[src/design/tkns_pkg.sv]
// shared constants and controller/datapath interface types for the top-k selector
package tkns_pkg;

  localparam int MAX_K_DEFAULT = 16;

  localparam logic [1:0] CMD_INSERT = 2'd0;
  localparam logic [1:0] CMD_READ   = 2'd1;
  localparam logic [1:0] CMD_CLEAR  = 2'd2;

  localparam logic [4:0] K_RESET = 5'd16;

  typedef struct packed {
    logic load;
    logic clr;
    logic rd_start;
    logic cmp;
    logic ins;
    logic rot;
    logic emit;
  } ctrl_cmd_t;

  typedef struct packed {
    logic count_zero;
    logic emit_due;
    logic rd_end;
    logic out_free;
  } dp_status_t;

endpackage

[src/design/tkns_ctrl.sv]
// controller state machine sequencing insert, read-out and clear
module tkns_ctrl
  import tkns_pkg::*;
(
  input  logic       clk,
  input  logic       rst,
  input  logic       in_valid,
  input  logic [1:0] in_cmd,
  input  dp_status_t status,
  output logic       in_ready,
  output ctrl_cmd_t  cmd
);

  typedef enum logic [3:0] {
    ST_IDLE = 4'b0001,
    ST_CMP  = 4'b0010,
    ST_INS  = 4'b0100,
    ST_READ = 4'b1000
  } state_t;

  state_t state, state_next;

  always_ff @(posedge clk) begin
    if (rst) begin
      state <= ST_IDLE;
    end else begin
      state <= state_next;
    end
  end

  always_comb begin
    cmd        = '0;
    state_next = state;
    in_ready   = (state == ST_IDLE) && !rst;
    unique case (state)
      ST_IDLE: begin
        if (in_valid && in_ready) begin
          unique case (in_cmd)
            CMD_INSERT: begin
              cmd.load   = 1'b1;
              state_next = ST_CMP;
            end
            CMD_READ: begin
              if (!status.count_zero) begin
                cmd.rd_start = 1'b1;
                state_next   = ST_READ;
              end
            end
            CMD_CLEAR: begin
              cmd.clr = 1'b1;
            end
            default: begin
            end
          endcase
        end
      end
      ST_CMP: begin
        cmd.cmp    = 1'b1;
        state_next = ST_INS;
      end
      ST_INS: begin
        cmd.ins    = 1'b1;
        state_next = ST_IDLE;
      end
      ST_READ: begin
        if (!status.emit_due || status.out_free) begin
          cmd.rot  = 1'b1;
          cmd.emit = status.emit_due;
          if (status.rd_end) begin
            state_next = ST_IDLE;
          end
        end
      end
      default: begin
        state_next = ST_IDLE;
      end
    endcase
  end

endmodule

[src/design/tkns_datapath.sv]
// sorted register chain, compare flags, rotation counter and output register
module tkns_datapath
  import tkns_pkg::*;
#(
  parameter int MAX_K = MAX_K_DEFAULT
) (
  input  logic        clk,
  input  logic        rst,
  input  logic        cfg_we,
  input  logic [4:0]  cfg_wdata,
  input  logic [31:0] in_id,
  input  logic [31:0] in_dist,
  input  ctrl_cmd_t   cmd,
  output dp_status_t  status,
  output logic        out_valid,
  input  logic        out_ready,
  output logic [31:0] out_id,
  output logic [31:0] out_dist,
  output logic        out_last
);

  localparam int CNT_W = $clog2(MAX_K + 1);
  localparam int IDX_W = (MAX_K > 1) ? $clog2(MAX_K) : 1;
  localparam int CMP_W = (CNT_W > 5) ? CNT_W : 5;

  logic [63:0]      entry      [MAX_K];
  logic [63:0]      entry_next [MAX_K];
  logic [63:0]      key;
  logic [CNT_W-1:0] count;
  logic [4:0]       k_reg;
  logic [MAX_K-1:0] gt_flag, gt_key_r;
  logic [MAX_K-1:0] lt_dist, lt_dist_r;
  logic             full, full_r;
  logic [CNT_W-1:0] lim;
  logic [CMP_W-1:0] eff_k;
  logic [IDX_W-1:0] idx;
  logic             do_ins;

  // clamp k into 1..MAX_K
  always_comb begin
    if (k_reg == '0) begin
      eff_k = CMP_W'(1);
    end else if (CMP_W'(k_reg) > CMP_W'(MAX_K)) begin
      eff_k = CMP_W'(MAX_K);
    end else begin
      eff_k = CMP_W'(k_reg);
    end
  end

  assign full   = CMP_W'(count) >= eff_k;
  assign lim    = full ? (count - CNT_W'(1)) : count;
  assign do_ins = !full_r || (|lt_dist_r);

  genvar i;
  generate
    for (i = 0; i < MAX_K; i++) begin : g_cell
      // slots at or above the limit act as empty
      assign gt_flag[i] = (CNT_W'(i) >= lim) || (entry[i] > key);
      assign lt_dist[i] = (CNT_W'(i) < count) && (key[63:32] < entry[i][63:32]);

      if (i == 0) begin : g_head
        always_comb begin
          entry_next[i] = entry[i];
          if (cmd.ins && do_ins) begin
            if (gt_key_r[i]) begin
              entry_next[i] = key;
            end
          end else if (cmd.rot) begin
            entry_next[i] = entry[(i + 1) % MAX_K];
          end
        end
      end else begin : g_body
        always_comb begin
          entry_next[i] = entry[i];
          if (cmd.ins && do_ins) begin
            if (gt_key_r[i]) begin
              entry_next[i] = gt_key_r[i-1] ? entry[i-1] : key;
            end
          end else if (cmd.rot) begin
            entry_next[i] = entry[(i + 1) % MAX_K];
          end
        end
      end

      always_ff @(posedge clk) begin
        entry[i] <= entry_next[i];
      end
    end
  endgenerate

  always_ff @(posedge clk) begin
    if (cmd.load) begin
      key <= {in_dist, in_id};
    end
    if (cmd.cmp) begin
      gt_key_r  <= gt_flag;
      lt_dist_r <= lt_dist;
      full_r    <= full;
    end
  end

  always_ff @(posedge clk) begin
    if (rst) begin
      count <= '0;
      k_reg <= K_RESET;
      idx   <= '0;
    end else begin
      if (cfg_we) begin
        k_reg <= cfg_wdata;
      end
      if (cmd.clr) begin
        count <= '0;
      end else if (cmd.ins && do_ins && !full_r) begin
        count <= count + CNT_W'(1);
      end
      if (cmd.rd_start) begin
        idx <= '0;
      end else if (cmd.rot) begin
        idx <= idx + IDX_W'(1);
      end
    end
  end

  assign status.count_zero = (count == '0);
  assign status.emit_due   = CNT_W'(idx) < count;
  assign status.rd_end     = (idx == IDX_W'(MAX_K - 1));
  assign status.out_free   = !out_valid || out_ready;

  always_ff @(posedge clk) begin
    if (rst) begin
      out_valid <= 1'b0;
    end else if (cmd.emit) begin
      out_valid <= 1'b1;
    end else if (out_ready) begin
      out_valid <= 1'b0;
    end
  end

  always_ff @(posedge clk) begin
    if (cmd.emit) begin
      out_id   <= entry[0][31:0];
      out_dist <= entry[0][63:32];
      out_last <= (CNT_W'(idx) + CNT_W'(1)) == count;
    end
  end

endmodule

[src/design/top_k_nearest_selector_unit.sv]
// top level of the top-k nearest candidate selector
// Keeps the k nearest candidates (k from cfg_wdata, clamped to 1..MAX_K) in a sorted
// register chain. An insert runs through the transaction, a step that registers a compare
// of the candidate against every slot of the chain, and a step that shifts it into place.
// Clear and unused commands complete on acceptance. During a read the chain rotates
// through all MAX_K slots, one a cycle unless a held-low m_tready stalls it, emitting
// the kept entries in ascending order and returning to its original order.
// A read of an empty store emits nothing. The output register lets a new transaction be
// accepted while a result still waits. No clearing pass is needed after reset.
module top_k_nearest_selector_unit
  import tkns_pkg::*;
#(
  parameter int MAX_K = MAX_K_DEFAULT
) (
  input  logic        clk,
  input  logic        rst,
  input  logic        cfg_we,
  input  logic [4:0]  cfg_wdata,   // k_in_use
  input  logic        s_tvalid,
  output logic        s_tready,
  input  logic [63:0] s_tdata,     // item_id [31:0], item_distance [63:32]
  input  logic [1:0]  s_tuser,     // command [1:0]
  output logic        m_tvalid,
  input  logic        m_tready,
  output logic [63:0] m_tdata,     // entry_id [31:0], entry_distance [63:32]
  output logic        m_tlast
);

  ctrl_cmd_t  cmd;
  dp_status_t status;

  tkns_ctrl u_ctrl (
    .clk      (clk),
    .rst      (rst),
    .in_valid (s_tvalid),
    .in_cmd   (s_tuser),
    .status   (status),
    .in_ready (s_tready),
    .cmd      (cmd)
  );

  tkns_datapath #(
    .MAX_K (MAX_K)
  ) u_datapath (
    .clk       (clk),
    .rst       (rst),
    .cfg_we    (cfg_we),
    .cfg_wdata (cfg_wdata),
    .in_id     (s_tdata[31:0]),
    .in_dist   (s_tdata[63:32]),
    .cmd       (cmd),
    .status    (status),
    .out_valid (m_tvalid),
    .out_ready (m_tready),
    .out_id    (m_tdata[31:0]),
    .out_dist  (m_tdata[63:32]),
    .out_last  (m_tlast)
  );

  a_emit_into_free_slot: assert property (@(posedge clk) disable iff (rst)
    cmd.emit |-> (!m_tvalid || m_tready))
    else $error("result loaded while output register still full");

  a_insert_blocks_input: assert property (@(posedge clk) disable iff (rst)
    (s_tvalid && s_tready && s_tuser == CMD_INSERT) |=> !s_tready)
    else $error("new transaction accepted during insert");

  a_valid_from_emit: assert property (@(posedge clk) disable iff (rst)
    $rose(m_tvalid) |-> $past(cmd.emit))
    else $error("output valid without a read-out step");

endmodule
[config.mk]
export PLATFORM = sky130hd
export DESIGN_NAME = top_k_nearest_selector_unit
export DESIGN_NICKNAME = d
export VERILOG_FILES = /design/src/design/tkns_pkg.sv /design/src/design/tkns_ctrl.sv /design/src/design/tkns_datapath.sv /design/src/design/top_k_nearest_selector_unit.sv
export SDC_FILE = /design/constraint.sdc
export NUM_CORES = 2
export LEC_CHECK = 0
export BUFFER_PORTS_ARGS = -buffer_cell sky130_fd_sc_hd__buf_2
export CAP_MARGIN = 25
export CORE_ASPECT_RATIO = 1.75
export CORE_MARGIN = 4
export CORE_UTILIZATION = 30
export DETAILED_ROUTE_END_ITERATION = 7
export GPL_TIMING_DRIVEN = 0
export HOLD_SLACK_MARGIN = 0.08
export PLACE_DENSITY = 0.43
export RECOVER_POWER = 25
export SYNTH_ARGS = -nofsm -noshare
export SYNTH_HDL_FRONTEND = slang
export SYNTH_SLANG_ARGS = --single-unit
export TNS_END_PERCENT = 20
[constraint.sdc]
create_clock -name clk -period 16.32 [get_ports clk]
set_input_delay 0 -clock clk [delete_from_list [all_inputs] [get_ports clk]]
set_output_delay 0 -clock clk [all_outputs]
set_load 0.005 [all_outputs]
* Word level (Yosys, flattened, before mapping)
Memory sizes are Yosys's and may differ from the RTL's.
Index checks and enable logic that the tools add are counted.
** Word-level totals
- Flip-flop bits (word level) :: 181
- Latch bits :: 0
- RAM bits :: 1024
- Memory bits (read-only) :: 0
- Output and inout bits :: 67
- Logic and storage cells :: 232
- Memories :: 1
** Operators by class
- Add/sub/neg operators :: 4
- Multipliers :: 0
- Div/mod/pow operators :: 0
- $lt $le $gt $ge :: 67
- Equality and inequality tests :: 13
- Shift-type cells :: 0
- Muxes and demuxes :: 84
- Bitwise logic cells :: 0
- Reductions and logical operators :: 51
** Memories
- u_datapath.entry :: words 16, width 64, rd ports 16, clocked after Yosys merged registers in 0, wr ports 16, RTL line tkns_datapath.sv:26 : logic [63:0] entry [MAX_K];
** Operators with widths (count)
- $mux W64 :: 63
- $gt A64 B64 Y1 :: 16
- $lt A32 B32 Y1 :: 16
- $ge A4 B5 Y1 const A :: 8
- $lt A4 B5 Y1 const A :: 8
- $ge A3 B5 Y1 const A :: 4
- $logic_and A1 B1 Y1 :: 20
- $lt A3 B5 Y1 const A :: 4
- $logic_or A1 B1 Y1 :: 19
- $mux W4 :: 4
- $reduce_or A16 Y1 :: 1
- $mux W5 :: 3
- $pmux W4 S3 :: 1
- $ge A1 B5 Y1 const A :: 2
- $ge A2 B5 Y1 const A :: 2
- $logic_not A5 Y1 :: 2
- $lt A1 B5 Y1 const A :: 2
- $lt A2 B5 Y1 const A :: 2
- $eq A4 B4 Y1 const B :: 2
- $mux W1 :: 8
- $pmux W4 S2 :: 1
- $mux W3 :: 2
- $ne A3 B3 Y1 const B :: 2
- $add A4 B1 Y5 const B :: 1
- other kinds (20) :: 26

* Depth between registers and ports, before layout
- Depth in word-level cells :: 7
- Mapped depth :: 13

* Hierarchy
From an unflattened synthesis, not the netlist that was laid out.
** Second synthesis, totals
- Cell total of the unflattened synthesis :: 9111
- Area total of the unflattened synthesis :: 91380.1 um2
** Modules (own cells, without submodules)
- tkns_datapath :: instances 1, cells each 9084, area an instance 91101.1 um2, sequential area each 35914.4 um2
- tkns_ctrl :: instances 1, cells each 27, area an instance 279.0 um2, sequential area each 80.1 um2

* Worst setup path before layout
No wires, ideal clock.
- Kind :: reg2reg
- From :: register u_datapath.count[2]
- To :: register u_datapath.out_dist[0] (read register of u_datapath.entry), enable pin
- Library setup time :: 584 ps
- Data arrival time :: 6275 ps
- Slack :: 9461 ps
- Stages on the path, launching flop included :: 8
- Buffers on the path :: 1
- Cells stage by stage :: dfxtp_1 -> clkbuf_1 -> inv_1 -> ha_1 -> o21a_1 -> o21a_1 -> o21ai_1 -> nor3b_1
** RTL lines
- from (decl) :: RTL line tkns_datapath.sv:29 : logic [CNT_W-1:0] count;
- from (signal assigned) :: RTL line tkns_datapath.sv:114 : count <= count + CNT_W'(1);
- to (decl) :: RTL line tkns_datapath.sv:18 : output logic [31:0] out_dist,

==> impl_metrics.toml <==
[run_status]
status = "finished, violations left"
violations = "capacitance limit, slew limit"

[die]
fp.dieH_um = 738
initial_core_util = 0.302
fp-row-count = 267
die_w_um = 425
boundaryPins = 143
core_area_um2 = 303000
design.die.area_um2 = 314000

[global_route]
grtUsageTotal = 0.281
antenna_found_initial = 31
grt_max_degree = 45
grtUsageMet2 = 0.511
use_met3 = 0.0279
grt_remaining_overflow = 0
grt_pass1_vias = 77700
grt_first_pass_wirelength_mm = 620
grt.busiest_layer = "met2"
grt_use_met1 = 0.282

[drt]
drcViolationCount = 0
drtAntennaViolNets = 0
viasPerCell = 5.45
drt-initial-drc-count = 5606
wl_per_cell_um = 32.7
first_pass_iters = 8
vias = 75900
totalWireLength_mm = 456

[place]
gp_congestion = 0.958
io_buffers = 141
hpwl_mm = 363
place_inst = 13500

[yosys]
synth-simple-area-share = 0.0995
synthMuxAreaShare = 0.106
netlist_instances = 9125
synth_adder_area_share = 0.212
synth_xor_area_frac = 0.00125
ys.flop_type = "edfxtp_1"
ys_seq_area_frac = 0.394
postSynthAreaPerCell_um2 = 10.0
synth.cell_area_um2 = 91400
synth_compound_area_frac = 0.143
synth_edf_count = 1186
async_flop_share = 0
yosysWarnings = 0
syn-num-nets = 10800
synth_top_family_by_area = "adder cells"
ys_types = 72
ys_ff_latch = 1205

[cells_and_area]
largest_register_ffs = 1024
layout_common_cells = "ha_1, nand2_1, edfxtp_1, o21ai_1, mux2i_1"
finish.net_count = 11400
fillCellCount = 31200
fin_cells = 13900
reg_top3 = "u_datapath.entry: 1024 flops, u_datapath.key: 64 flops"
final-seq-area_um2 = 36000
drive_gt1_frac = 0.0618
layout_commonest_cell = "ha_1"
areaGrowthSynthToFinish_pct = 15.6
multi_input_area_um2 = 51500
regMostFlops = "u_datapath.entry"

[critical_path]
cp_max_fo = 12
criticalPathCategory = "register to register"
r2r_start = "u_datapath.lt_dist_r[8]"
regToRegEndpoint = "u_datapath.entry[0][75]"
end_kind = "register"
worstSetupEndpoint = "u_datapath.entry[0][75]"
crit_path_start = "u_datapath.lt_dist_r[8]"
reg2reg_depth = 9
required_ns = 16.97
start_kind = "register"
worstPathArrival_ns = 8.42
r2r_slack_ns = 8.55

[timing]
period_minus_slack_ns = 7.77
rsz0062_at_grt = "no"
hold_ws_ns = 0.275
tightest_slew_ns = 3.72
relSlewSlack = -1.48
finalMaxSlewViolations = 428
hold_violations = 0
finalCritPeriodShare = 0.476
skew_ns = 0.0525
report.final.setup_viol = 0
tns_ns = 0
fmax_mhz = 129

[hold_path]
hold_depth = 5
hold_class = "input pin to register"

[pwr]
p_seq_frac = 0.479
clockPowerShare = 0.478
powerDensity_nw_per_um2 = 66.7
cellLeakagePower_nw = 47.8
peakVddDrop_mv = 0.0698
p_int_mw = 5.30
pwr-share-comb = 0.044
p_sw_frac = 0.247
p_switching_mw = 1.74

[clock_network]
clock_path_buffers = 4
cts_setup_buffers = 0
cts-root-buf = "clkbuf_16"
cts.sinks = 1205
clkSlewWorstSetupHoldPaths_ns = 0.06
cts_inserted_buffers = 151
ctsHtreeMaxLevel = 4
clk_latency_ns = 0.86
cts_tree = "built"

[job]
maxCapViolCount = 17
## final cells by class
| cell class | instances | area share |
|---|---|---|
| Tap cell | 4035 | 0.0478 |
| Buffer | 442 | 0.0173 |
| Antenna cell | 25 | 0.000592 |
| Timing Repair Buffer | 470 | 0.0418 |
| Clock inverter | 73 | 0.00566 |
| Sequential cell | 1205 | 0.341 |
| Inverter | 603 | 0.0214 |
| Clock buffer | 185 | 0.0370 |
| Multi-Input combinational cell | 6875 | 0.488 |
## cells by family after synthesis
logic type,after synthesis
and+or+nand+nor,2037
adders and majority gates,1549
DFF,1205
AOI/OAI and AO/OA,2311
buffers and inverters,1045
muxes,965
xor gates and xnor gates,13
## critical path: stages, from the launching register on
cell and delay, ns:
edfxtp_1 0.36, nor4_1 1.32, nand3_1 0.30, o21ai_0 0.62, clkbuf_1 1.97, clkbuf_1 1.24
buf_2 0.94, buf_2 0.47, nand2_1 0.19, o21ai_1 0.12
## worst min path at each step
stage / from / slack (ns) / to
3_5_place_dp: s_tdata[10] / 0.18 / u_datapath.key[10]
3_3_place_gp: s_tdata[34] / 0.18 / u_datapath.key[34]
6_report: s_tvalid / 0.27 / u_datapath.idx[1]
2_1_floorplan: rst / 0.07 / u_ctrl.state[3]
4_1_cts: s_tvalid / 0.20 / u_datapath.idx[1]
5_1_grt: s_tvalid / 0.26 / u_datapath.idx[3]
## layer usage
| layer | vias to the layer above | part of all wire |
|---|---|---|
| li1 | 34600 | - |
| met1 | 38000 | 0.35 |
| met2 | 2285 | 0.51 |
| met3 | 989 | 0.034 |
| met4 | 14 | 0.11 |
| met5 | - | 0.00016 |
## repair_timing
item	4_1_cts	5_1_grt
gates resized for setup	0	0
hold endpoints to repair	136	0
endpoints found under the setup margin	0	0
hold buffers	163	0
## cells in the mapped netlist (all sizes together) (7+ instances only)
cell type,count,area (um^2)
a2111oi,13,114
a211oi,58,435
a21boi,12,90.1
a21o,292,2190
a21oi,538,2690
a221o,11,110
a221oi,51,447
and2,7,43.8
and3,8,50.1
and4,34,298
buf,131,637
clkbuf,311,1170
dfxtp,19,380
edfxtp,1186,35600
ha,1549,19400
inv,602,2260
mux2i,965,9660
nand2,1307,4910
nand2b,26,170
nand3,134,671
nand4,196,1250
nor2,157,589
nor2b,45,282
nor3,38,190
nor4,35,246
o211ai,31,233
o21a,13,97.6
o21ai,1229,6150
o221ai,7,61.3
o22ai,19,119
or2,12,75.1
or3,8,50.1
or4,13,105
xnor2,10,87.6
## through the flow
step                 util  setup WS (ns)  total power [mW]  instance area [um^2]
finish              0.349           8.55              7.04                106000
global route        0.349           8.75              7.23                106000
CTS                 0.350          10.06              7.12                106000
detailed placement  0.330          10.08              3.71                 99800
global placement    0.321          0.578              3.70                 97100
floorplan               -           9.46              3.58                 91400
## power groups by stage
stage          clock network (mW)  registers, mW  logic, mW
2_1_floorplan                   0           3.43      0.154
4_1_cts                      3.44           3.37      0.307
3_3_place_gp                    0           3.45      0.253
3_5_place_dp                    0           3.44      0.275
5_1_grt                      3.53           3.37      0.334
6_report                     3.36           3.37      0.307
No activity file was read; power rests on OpenSTA's default activity.
